[src/b62_pkg.sv]
// Package for the base-62 number encoder.
// Holds widths, sequencer state type and the digit-to-ASCII mapping.
// No dependencies.
`timescale 1ns / 1ps
`default_nettype none

package b62_pkg;

  localparam int unsigned ValueW   = 64;
  localparam int unsigned DigitW   = 6;
  localparam int unsigned CharW    = 7;
  localparam int unsigned MaxDigits = 11;
  localparam int unsigned CountW   = 4;
  localparam int unsigned ByteW    = 8;
  localparam int unsigned BytesPerValue = ValueW / ByteW;
  localparam int unsigned ByteCntW = $clog2(BytesPerValue);
  localparam logic [DigitW-1:0] Radix = 6'd62;

  typedef enum logic [2:0] {
    ST_IDLE = 3'b001,
    ST_DIV  = 3'b010,
    ST_EMIT = 3'b100
  } state_t;

  function automatic logic [CharW-1:0] glyph(input logic [DigitW-1:0] d);
    logic [CharW-1:0] c;
    if (d < 6'd10) begin
      c = 7'd48 + {1'b0, d};
    end else if (d < 6'd36) begin
      c = 7'd87 + {1'b0, d};
    end else if (d < Radix) begin
      c = 7'd29 + {1'b0, d};
    end else begin
      c = 7'd48;
    end
    return c;
  endfunction

endpackage

`default_nettype wire

[src/b62_div_step.sv]
// Shared divide unit: one byte of long division by 62 per use.
// Takes the running remainder and the next byte, gives the quotient byte.
// Depends on b62_pkg.
`timescale 1ns / 1ps
`default_nettype none

module b62_div_step (
  input  wire logic [b62_pkg::DigitW-1:0] rem_in,
  input  wire logic [b62_pkg::ByteW-1:0]  byte_in,
  output logic      [b62_pkg::DigitW-1:0] rem_out,
  output logic      [b62_pkg::ByteW-1:0]  quo_byte
);

  always_comb begin
    logic [b62_pkg::DigitW:0] r;
    r = {1'b0, rem_in};
    quo_byte = '0;
    for (int i = b62_pkg::ByteW - 1; i >= 0; i--) begin
      r = {r[b62_pkg::DigitW-1:0], byte_in[i]};
      if (r >= {1'b0, b62_pkg::Radix}) begin
        r = r - {1'b0, b62_pkg::Radix};
        quo_byte[i] = 1'b1;
      end
    end
    rem_out = r[b62_pkg::DigitW-1:0];
  end

endmodule

`default_nettype wire

[src/base62_number_encoder_core.sv]
// Top level of the base-62 number encoder: sequencer, digit store, output register.
// Depends on b62_pkg and b62_div_step.
//
//  channel  | ports                  | handshake
//  ---------+------------------------+------------------------------------
//  input    | value                  | transfer when start & !busy
//  result   | char_code, is_last     | transfer on each strobe cycle
//
// Each digit comes from long division by 62: the shared divide unit consumes
// one byte of the quotient per cycle. A number of n digits (1..11) is divided
// digit by digit, then emitted most significant first, one character per cycle.
// The last character's strobe comes in the first cycle with busy low.
// rst is synchronous and clears the sequencer and strobe.
// The receiver cannot stall; characters are never held back.
`timescale 1ns / 1ps
`default_nettype none

module base62_number_encoder_core (
  input  wire logic                         clk,
  input  wire logic                         rst,
  input  wire logic                         start,
  output logic                              busy,
  input  wire logic [b62_pkg::ValueW-1:0]   value,
  output logic                              strobe,
  output logic      [b62_pkg::CharW-1:0]    char_code,
  output logic                              is_last
);

  b62_pkg::state_t state;
  logic [b62_pkg::ValueW-1:0]   quo;
  logic [b62_pkg::DigitW-1:0]   rem;
  logic [b62_pkg::ByteCntW-1:0] byte_cnt;
  logic [b62_pkg::CountW-1:0]   digit_count;
  logic [b62_pkg::CountW-1:0]   emit_idx;
  logic [b62_pkg::DigitW-1:0]   digits [b62_pkg::MaxDigits];

  logic [b62_pkg::DigitW-1:0] rem_next;
  logic [b62_pkg::ByteW-1:0]  quo_byte;
  logic [b62_pkg::ValueW-1:0] quo_next;

  b62_div_step u_div (
    .rem_in  (rem),
    .byte_in (quo[b62_pkg::ValueW-1 -: b62_pkg::ByteW]),
    .rem_out (rem_next),
    .quo_byte(quo_byte)
  );

  assign quo_next = {quo[b62_pkg::ValueW-b62_pkg::ByteW-1:0], quo_byte};
  assign busy = (state != b62_pkg::ST_IDLE);

  always_ff @(posedge clk) begin
    if (rst) begin
      state       <= b62_pkg::ST_IDLE;
      strobe      <= 1'b0;
      digit_count <= '0;
      byte_cnt    <= '0;
      emit_idx    <= '0;
    end else begin
      strobe <= 1'b0;
      unique case (state)
        b62_pkg::ST_IDLE: begin
          if (start) begin
            quo         <= value;
            rem         <= '0;
            byte_cnt    <= '0;
            digit_count <= '0;
            state       <= b62_pkg::ST_DIV;
          end
        end
        b62_pkg::ST_DIV: begin
          quo      <= quo_next;
          byte_cnt <= byte_cnt + 1'b1;
          if (byte_cnt == b62_pkg::ByteCntW'(b62_pkg::BytesPerValue - 1)) begin
            digits[digit_count] <= rem_next;
            digit_count         <= digit_count + 1'b1;
            rem                 <= '0;
            if (quo_next == '0 ||
                digit_count == b62_pkg::CountW'(b62_pkg::MaxDigits - 1)) begin
              emit_idx <= digit_count;
              state    <= b62_pkg::ST_EMIT;
            end
          end else begin
            rem <= rem_next;
          end
        end
        b62_pkg::ST_EMIT: begin
          char_code <= b62_pkg::glyph(digits[emit_idx]);
          is_last   <= (emit_idx == '0);
          strobe    <= 1'b1;
          if (emit_idx == '0) begin
            state <= b62_pkg::ST_IDLE;
          end else begin
            emit_idx <= emit_idx - 1'b1;
          end
        end
        default: begin
          state <= b62_pkg::ST_IDLE;
        end
      endcase
    end
  end

endmodule

`default_nettype wire

[config.mk]
export PLATFORM = sky130hd
export DESIGN_NAME = base62_number_encoder_core
export DESIGN_NICKNAME = d
export VERILOG_FILES = /design/src/b62_pkg.sv /design/src/b62_div_step.sv /design/src/base62_number_encoder_core.sv
export SDC_FILE = /design/constraint.sdc
export NUM_CORES = 1
export LEC_CHECK = 0
export ABC_AREA = 1
export CAP_MARGIN = 20
export CORE_MARGIN = 4
export CORE_UTILIZATION = 50
export CTS_BUF_LIST = sky130_fd_sc_hd__clkbuf_16
export CTS_CLUSTER_SIZE = 30
export DETAILED_ROUTE_END_ITERATION = 8
export DONT_BUFFER_PORTS = 1
export PLACE_DENSITY = 0.76
export SYNTH_ARGS = -nofsm -noshare
export SYNTH_HDL_FRONTEND = slang
export SYNTH_HIERARCHICAL = 1
export SYNTH_SLANG_ARGS = --single-unit
[constraint.sdc]
create_clock -name clk -period 8.8 [get_ports clk]
set_clock_uncertainty 0.15 [all_clocks]
set_input_delay 0 -clock clk [delete_from_list [all_inputs] [get_ports clk]]
set_output_delay 0 -clock clk [all_outputs]
set_load 0.03 [all_outputs]
== Word level (Yosys, flattened, before mapping) ==
Memory sizes are Yosys's and may differ from the RTL's. A register that Yosys moved wholly into a read port is not among the register bits.
Cells that the tools add are included.
Word-level totals
  flip-flop bits (word level): 93
  bits in latches: 0
  RAM bits: 66
  ROM bits: 0
  input bits: 67
  output and inout bits: 10
  memories: 1
Cells by class
  add/sub/neg operators: 14
  multipliers: 0
  divide/modulo/power cells: 0
  magnitude comparators: 11
  equality and inequality tests: 11
  shift-type cells: 0
  muxes and demuxes: 45
  bitwise gates (word level): 1
  reductions and logical operators: 11
Memory list
  digits: depth 11, bits a word 6, read ports 1, clocked after memory_dff 1, wr ports 1, line base62_number_encoder_core.sv:35  | logic [b62_pkg::DigitW-1:0] digits [b62_pkg::MaxDigits];
Operator list (count)
  one-hot mux 64 bit (2 select lines): 1
  zero test 64 bit: 1
  two-way mux 64 bit: 1
  two-way mux 6 bit: 10
  >= comparator 7 x 6 -> 1 bit, second input constant: 8
  subtractor 6 bit, second input constant: 8
  two-way mux 4 bit: 7
  two-way mux 7 bit: 3
  one-hot mux 4 bit (2 select lines): 2
  two-way mux 3 bit: 5
  two-way mux 1 bit: 13
  less-than comparator 6 bit, second input constant: 2
  one-hot mux 6 bit (2 select lines): 1
  != test 2 bit, second input constant: 5
  one-hot mux 3 bit (3 select lines): 1
  AND reduction 4 bit: 2
  adder 5 x 6 -> 7 bit, first input constant: 1
  adder 6 x 6 -> 7 bit, first input constant: 1
  adder 7 x 6 -> 7 bit, first input constant: 1
  == test 3 bit, second input constant: 2
  less-than comparator 6 x 4 -> 1 bit, second input constant: 1
  one-hot mux 3 bit (2 select lines): 1
  AND reduction 3 bit: 2
  adder 4 x 1 -> 4 bit, second input constant: 1
  11 further kinds: 13

== Depth between registers and ports, before layout ==
Gate-level depths: netlist (run 1).
  word-level depth: 23
  gate-level depth with buffers: 69

== Modules after synthesis ==
Netlist (run 1), hierarchy kept.
Modules (own cells, without submodules)
  base62_number_encoder_core: times used 1, cells an instance 783, area each 7576.0 µm², seq. area each 4704.5 µm²
  b62_div_step: times used 1, cells an instance 354, area each 2112.0 µm², seq. area each 0.0 µm²

== Worst setup path before layout (run 1) ==
OpenSTA, ideal clock, no wires.
  kind: register to register
  start point: register rem[0] (netlist name)
  end point: register with a tool-made name
  data arrival time: 7636 ps
  data required time: 8524 ps
  slack: 887 ps
  stages on the path, launching flop included: 70
  path through: edfxtp_1 ha_1 nand3_1 nor2_2 nor2_4 nand2_4 nand2_2 nand2_4 ha_1 nand3_1 nor2_4 nand2_1 nand2_1 nor2_2 nand2_1 nand2_4 ha_1 nand3_1 [34 not listed] nand2_1 nand2_2 nor2_1 nand2_1 and2_2 ha_1 nand3_1 nor2_4 nand2_4 nand3_2 nor4_1 nand4_1 nor2_1 nand2_1 nand2_1 nand2_1 o21ai_0 a21oi_1
RTL lines
  start: declaration: line base62_number_encoder_core.sv:31  | logic [b62_pkg::DigitW-1:0] rem;
  start signal: assignment: line base62_number_encoder_core.sv:83  | rem <= rem_next;

==> flow_metrics.tcl, run 1 <==
set metrics [dict create \
    fin_hold_ws_ps 89.0 \
    via_per_inst 5.31 \
    finalNonFillerCells 1512 \
    firstDrtPassIters 5 \
    io_buffers 0 \
    finalHoldViolations 0 \
    cp_data_required_time_ps 8960 \
    timing.final.crit_share 0.944 \
    dieArea_mm2 0.0217 \
    dp.cells 1375 \
    cts_sinks 163 \
    postLayoutCoreUtil 0.610 \
    clk_latency_ps 430 \
    relSlewSlack 0.271 \
    critPathMaxStageDelay_ps 420 \
    ys_ff_latch 163 \
    syn_avg_cell_area_um2 8.52 \
    grt_overflow 0 \
    worst_setup_path_start_kind "register" \
    setup_slack_ps 489 \
    initial_core_util 0.513 \
    synth_cell_types 48 \
    finalMaxSlewViolations 0 \
    grt_pass1_wl_um 38000 \
    rrSetupSlack_ps 490 \
    clockBufferDepth 2 \
    synth.area.mux_share 0 \
    n_fill_cell 1535 \
    grt_max_degree 74 \
    area_growth_pct 19.0 \
    h-tree-depth 4 \
    critical_path.slowest_cell "edfxtp_1" \
    syn_area_mm2 0.00969 \
    synth.area.top_cells "edfxtp_1 45%, nand2_1 14%, inv_1 4.2%" \
    synth_top_cell_by_area "edfxtp_1" \
    synthSimpleGateAreaFrac 0.345 \
    cts_tree "yes" \
    clk_pin_slew_ps 60 \
    cts_root_buf "clkbuf_16" \
    drtIter0Drc 598 \
    critPathMaxFanout 8 \
    drt-total-wl_um 23700 \
    yosysWarningCount 6 \
    die_x_um 147 \
    track_usage 0.216 \
    gp_congestion 0.920 \
    path_class "register to register" \
    status "finished, final reports clean" \
    synth_top_area_frac 0.446 \
    core_region_area_mm2 0.0189 \
    grt_pass1_vias 7739 \
    fmax_ghz 0.120 \
    synth_compound_area_frac 0.0588 \
    yosysSeqAreaShare 0.486 \
    io_pins 77 \
    place.detailed.hpwl_um 15100 \
    synth_top_family_by_area "simple AND/OR/NAND/NOR gates" \
    cts_made_buffers 17 \
    worst_slew_pin_slew_ps 1090 \
    drc 0 \
    syn_inst 1137 \
    synth_nets 1225 \
    layout_common_cells "356 x nand2_1, 144 x edfxtp_1, 108 x inv_1" \
    mostFrequentLayoutCell "nand2_1" \
    drive_gt1_frac 0.204 \
    cp_data_arrival_time_ps 8470 \
    routedWlPerCell_um 15.6 \
    drv_cap 0 \
    setup_viol 0 \
    synthXorXnorAreaFrac 0.0145 \
    pre_cts_ws_ps -71.4 \
    min_period_ps 8310 \
    antenna_found_initial 1 \
    num_rows 50 \
    hp-class "primary input to register" \
    ant_nets 0 \
    die_h_um 147 \
    vias 8036 \
    nets 1326 \
    cp-end-kind "register" \
    synth_fa_ha_area_frac 0.0271 \
]
-- synth_stat cells, drive strengths merged --
cell     count
nand2      429
edfxtp     144
inv        131
nor2       111
nand3       88
o21ai       50
a21oi       27
ha          21
nor3        21
dfxtp       19
clkbuf      16
nor4        16
buf         13
nand4       10
xor2         9
xnor2        7
o211ai       6
o21bai       5
or2          3
and2         2
o31ai        2
a211oi       1
a21o         1
a31oi        1
clkinv       1
nand3b       1
o2111ai      1
o22ai        1
-- sequential cells by signal, indices dropped and copies added, names as in the netlist, named ones only --
name,cells
state,3
digits,66
is_last,1
strobe,1
quo,64
digit_count,4
emit_idx,4
char_code,7
rem,6
byte_cnt,3
-- worst max-delay path: cells and delay by family, from the launching register on --
kind / cells / cell delay [ps]
AND/OR/NAND/NOR: 54 / 5360
adder cells (fa/ha/maj): 8 / 1570
AO/OA/AOI/OAI: 4 / 440
flip-flops: 1 / 420
buffers and inverters: 2 / 220
-- timing repair --
action | in CTS | in global routing
hold buffers | 66 | 0
endpoints found under the hold margin | 91 | 0
pin swaps | 0 | 22
endpoints found under the setup margin | 6 | 71
gates cloned | 0 | 0
buffers inserted | 0 | 35
gates resized for setup | 2 | 25
-- routing by layer --
layer,vias to the layer above,GRT usage,part of all wire
met5,-,0,0
met3,50,0.0404,0.058
met1,3748,0.268,0.41
met2,310,0.382,0.51
li1,3928,-,-
met4,0,0.0704,0.023
-- per-stage QoR --
stage	TNS, ps	cell area (µm²)
2_1_floorplan	0	9690
3_3_place_gp	0	9890
3_5_place_dp	-393	9910
4_1_cts	0	11100
5_1_grt	-2970	11500
6_report	0	11500
-- kinds of logic (layout without fill, tap and decap cells) --
group / count (synthesis) / count (layout)
adder cells (fa/ha/maj): 21 / 21
AO/OA/AOI/OAI: 95 / 95
XOR/XNOR: 16 / 16
buffers and inverters: 161 / 275
flip-flops: 163 / 163
other: 0 / 1
AND/OR/NAND/NOR: 681 / 681
-- worst paths after layout --
kind | start | endpoint | cells past startpoint
max reg2reg | rem[0] | register | 68
max | rem[0] | register | 68
min | rst | quo[56] | 2
min reg2reg | byte_cnt[2] | byte_cnt[2] | 2
-- cell type report --
cell class / count / area [µm²] / share of cell area
Clock buffer: 19 / 475 / 0.0412
Tap cell: 260 / 325 / 0.0282
Inverter: 132 / 499 / 0.0433
Timing Repair Buffer: 111 / 1010 / 0.0875
Multi-Input combinational cell: 813 / 4430 / 0.384
Sequential cell: 163 / 4700 / 0.408
Antenna cell: 1 / 2.50 / 0.000217
Clock inverter: 13 / 90.1 / 0.00781
Power of run 1 is not shown: default switching activity piles up to over one toggle a cycle in this logic, so the estimate is an artifact.
==> run 2, diff against run 1 <==
--- a/config.mk
+++ b/config.mk
@@ -7,12 +7,14 @@
 export LEC_CHECK = 0
 export ABC_AREA = 1
 export CAP_MARGIN = 20
+export CORE_ASPECT_RATIO = 1.75
 export CORE_MARGIN = 4
 export CORE_UTILIZATION = 50
 export CTS_BUF_LIST = sky130_fd_sc_hd__clkbuf_16
 export CTS_CLUSTER_SIZE = 30
 export DETAILED_ROUTE_END_ITERATION = 8
 export DONT_BUFFER_PORTS = 1
+export GPL_ROUTABILITY_DRIVEN = 0
 export PLACE_DENSITY = 0.76
 export SYNTH_ARGS = -nofsm -noshare
 export SYNTH_HDL_FRONTEND = slang
==> run 2 against run 1 <==
  * Worst setup slack lost 100 ps
  * Count of clock-buffer cells in the layout fell by 2
  * First-iteration DRC count is 31% lower
  * Die area grew 0.41%
==> flow_metrics.tcl, run 2 (same netlist as run 1, synthesis figures left out) <==
set metrics [dict create \
    status "finished, final reports clean" \
    cp-startpoint "rem[1]" \
    layout_common_cells "356 x nand2_1, 144 x edfxtp_1, 109 x inv_1" \
    drt-total-wl_um 24200 \
    largest_reg_flops 66 \
    worst_slew_pin_slew_ps 1030 \
    fin_hold_ws_ps 92.0 \
    nets 1314 \
    timing.final.crit_share 0.956 \
    cts_tree "yes" \
    cp_data_required_time_ps 8950 \
    path_common_cell "nand2_4" \
    io_pins 77 \
    use_met1 0.204 \
    cp_data_arrival_time_ps 8560 \
    reg2regPathDepth 64 \
    initial_core_util 0.507 \
    io_buffers 0 \
    die_x_um 113 \
    whs_path_depth 2 \
    critPathMaxStageDelay_ps 460 \
    firstDrtPassIters 5 \
    grt_max_degree 73 \
    num_rows 67 \
    path_class "register to register" \
    largestRegisters "digits x66, quo x64, char_code x7" \
    relSlewSlack 0.311 \
    hold_start "rst" \
    critPathMaxFanout 8 \
    area_growth_pct 18.4 \
    clk_pin_slew_ps 60 \
    grt_pass1_vias 8082 \
    track_usage 0.222 \
    fin_area_mm2 0.0115 \
    hold-path-endpoint "quo[63]" \
    grtUsageMet2 0.437 \
    fmax_ghz 0.119 \
    setup_viol 0 \
    grt_overflow 0 \
    vias 7936 \
    ant_nets 0 \
    grt_busiest_layer "met2" \
    cts_root_buf "clkbuf_16" \
    drc 0 \
    clockBufferDepth 2 \
    mostFrequentLayoutCell "nand2_1" \
    regMostFlops "digits" \
    antenna_found_initial 0 \
    grt_pass1_wl_um 38000 \
    dieArea_mm2 0.0218 \
    routedWlPerCell_um 16.3 \
    critical_path.slowest_cell "edfxtp_1" \
    die_h_um 192 \
    hp-class "primary input to register" \
    core_region_area_mm2 0.0191 \
    drive_gt1_frac 0.197 \
    cp-end-kind "register" \
    finalSetupTns_ps 0 \
    h-tree-depth 4 \
    drtIter0Drc 410 \
    grt_util_met3 0.0410 \
    min_period_ps 8410 \
    clk_latency_ps 420 \
    worst_setup_path_start_kind "register" \
    cts_sinks 163 \
    via_per_inst 5.37 \
    finalMaxSlewViolations 0 \
    place.detailed.hpwl_um 16400 \
    placed_cell_area_mm2 0.00989 \
    finalHoldViolations 0 \
    antenna_cells 0 \
    rrSetupSlack_ps 390 \
    drv_cap 0 \
    reg2reg_from "rem[1]" \
    cts_made_buffers 17 \
]
[run 2: worst max-delay path: cells and delay by family (launching register included)]
kind                     cells  cell delay [ps]
AO/OA/AOI/OAI                7              610
adder cells (fa/ha/maj)      8             1530
buffers and inverters        2              200
flip-flops                   1              460
AND/OR/NAND/NOR             47             5330
[run 2: area by class of cell]
class / count / area (µm²)
clock buffers: 17 / 425
clock inverters: 13 / 161
fillers: 1552 / 7650
inverters: 132 / 499
multi-input cells: 813 / 4470
flip-flops and latches: 163 / 4700
well taps: 241 / 302
repair buffers: 99 / 908
[run 2: metal layers]
metal	share of wire	vias up
li1	-	3897
met1	0.33	3675
met2	0.57	265
met3	0.039	99
met4	0.059	0
met5	0	-
[run 2: worst max path at each step]
stage,end,depth (start not counted),slack (ps)
after detailed placement,register,69,-160
after floorplan,register,69,890
after global routing,register,64,-170
after CTS,emit_idx[2],69,30
final,register,64,390
after global placement,register,69,260
[run 2: metrics by stage]
step / utilization / cells / setup WS (ps)
finish: 0.600 / 1478 / 388
global route: 0.600 / 1478 / -172
CTS: 0.584 / 1453 / 34.7
detailed placement: 0.518 / 1357 / -159
global placement: 0.517 / 1355 / 258
floorplan: - / 1137 / 887
[run 2: timing repair]
action	in CTS	in global routing
gates resized for setup	4	31
pin swaps	0	17
hold buffers	66	0
endpoints found under the hold margin	91	0
endpoints found under the setup margin	9	72
setup buffers	0	24
Power of run 2 is left out for the same reason.
==> run 3, diff against run 2 <==
--- a/config.mk
+++ b/config.mk
@@ -7,8 +7,7 @@
 export LEC_CHECK = 0
 export ABC_AREA = 1
 export CAP_MARGIN = 20
-export CORE_ASPECT_RATIO = 1.75
-export CORE_MARGIN = 4
+export CORE_MARGIN = 2
 export CORE_UTILIZATION = 50
 export CTS_BUF_LIST = sky130_fd_sc_hd__clkbuf_16
 export CTS_CLUSTER_SIZE = 30
==> run 3 against run 2 <==
  * Worst setup slack better by 65 ps
  * Final area down 0.33%
  * Count of clock-buffer cells in the layout up 1
  * Cell count up 1.4%
  * Non-clock buffer count unchanged
  * Register-to-register slack better by 60 ps
  * First-iteration DRC count up 39%
  * Wire length down 5.4%
  * Highest routed layer unchanged
==> flow_metrics.tcl, run 3 (same netlist as run 1, synthesis figures left out) <==
set metrics [dict create \
    rrSetupSlack_ps 450 \
    setup_slack_ps 453 \
    worst_slew_pin_slew_ps 983 \
    pre_cts_ws_ps -77.0 \
    cp-startpoint "rem[1]" \
    cts_root_buf "clkbuf_16" \
    path_class "register to register" \
    die_x_um 143 \
    critPathMaxStageDelay_ps 430 \
    via_per_inst 5.35 \
    critPathMaxFanout 8 \
    nets 1314 \
    grt_pass1_wl_um 36400 \
    min_period_ps 8350 \
    drtIter0Drc 571 \
    initial_core_util 0.514 \
    setup_viol 0 \
    grt_pass1_vias 7589 \
    timing.final.crit_share 0.949 \
    clk_latency_ps 430 \
    vias 8013 \
    drt-total-wl_um 22900 \
    fin_hold_ws_ps 141 \
    critical_path.slowest_cell "edfxtp_1" \
    worst_setup_path_start_kind "register" \
    clockBufferDepth 2 \
    cts_sinks 163 \
    drive_gt1_frac 0.190 \
    ant_nets 0 \
    die_h_um 143 \
    grt_overflow 0 \
    reg2reg_from "rem[1]" \
    reg2regPathDepth 67 \
    regMostFlops "digits" \
    io_buffers 0 \
    place.detailed.hpwl_um 14700 \
    cts_made_buffers 17 \
    largestRegisters "digits x66, quo x64, char_code x7" \
    finalHoldViolations 0 \
    hold_start "value[48]" \
    track_usage 0.227 \
    cp_data_required_time_ps 8950 \
    antenna_cells 0 \
    antenna_found_initial 0 \
    core_region_area_mm2 0.0188 \
    cts_tree "yes" \
    clk_pin_slew_ps 70 \
    drc 0 \
    drv_cap 0 \
    routedWlPerCell_um 15.2 \
    cp_data_arrival_time_ps 8500 \
    cp-end-kind "register" \
    dp.cells 1375 \
    h-tree-depth 4 \
    n_fill_cell 1498 \
    largest_reg_flops 66 \
    area_growth_pct 18.0 \
    num_rows 50 \
    dieArea_mm2 0.0205 \
    fmax_ghz 0.120 \
    layout_common_cells "358 x nand2_1, 144 x edfxtp_1, 111 x inv_1" \
    finalMaxSlewViolations 0 \
    grt_max_degree 74 \
    firstDrtPassIters 5 \
    status "finished, final reports clean" \
    finalNonFillerCells 1499 \
    hp-class "primary input to register" \
    mostFrequentLayoutCell "nand2_1" \
    io_pins 77 \
    postLayoutCoreUtil 0.607 \
    relSlewSlack 0.339 \
]
[run 3: cell types whose count changed in the layout (fill, tap and decap cells not counted), sizes merged]
cell,change
bufinv,-2
clkinv,+2
buf,-1
clkbuf,+1
dlygate4sd3,+1
inv,+1
[run 3: timing repair]
action	in CTS	in global routing
endpoints found under the hold margin	93	0
gates resized for setup	3	24
setup buffers	1	22
pin swaps	0	18
hold buffers	67	0
setup endpoints to repair	8	72
[run 3: cell type report]
cell class	instances	area [µm²]	area share
sequential	163	4700	0.412
clock inverter	14	96.3	0.00843
tap	260	325	0.0285
timing repair buffer	99	923	0.0808
clock buffer	18	450	0.0394
inverter	132	499	0.0437
multi-input combinational	813	4430	0.388
[run 3: critical path: cells and delay by family, from the launching register on]
| kind | cells | cell delay [ps] |
|---|---|---|
| DFF | 1 | 430 |
| adders and majority gates | 8 | 1610 |
| buffers and inverters | 1 | 60 |
| and+or+nand+nor | 55 | 5650 |
| AOI/OAI and AO/OA | 3 | 290 |
[run 3: how the worst min path moves through the flow]
stage | end | slack, ps | cells past startpoint
after global routing | quo[48] | 140 | 3
after CTS | quo[20] | 130 | 3
after floorplan | quo[0] | 30 | 2
after detailed placement | byte_cnt[2] | -80 | 1
final | quo[48] | 140 | 3
after global placement | byte_cnt[2] | -80 | 1
[run 3: metal layers]
layer  vias to the layer above  GRT usage  share of wire
li1                       3904          -              -
met1                      3763      0.271           0.41
met2                       292      0.404           0.51
met3                        54     0.0486          0.056
met4                         0     0.0797          0.025
met5                         -          0              0
[run 3: per-stage QoR]
step                setup TNS, ps  instance area, µm²
floorplan                       0                9690
global placement                0                9900
detailed placement           -404                9910
CTS                             0               11100
global route                -2240               11400
finish                          0               11400
Power of run 3 is left out for the same reason.
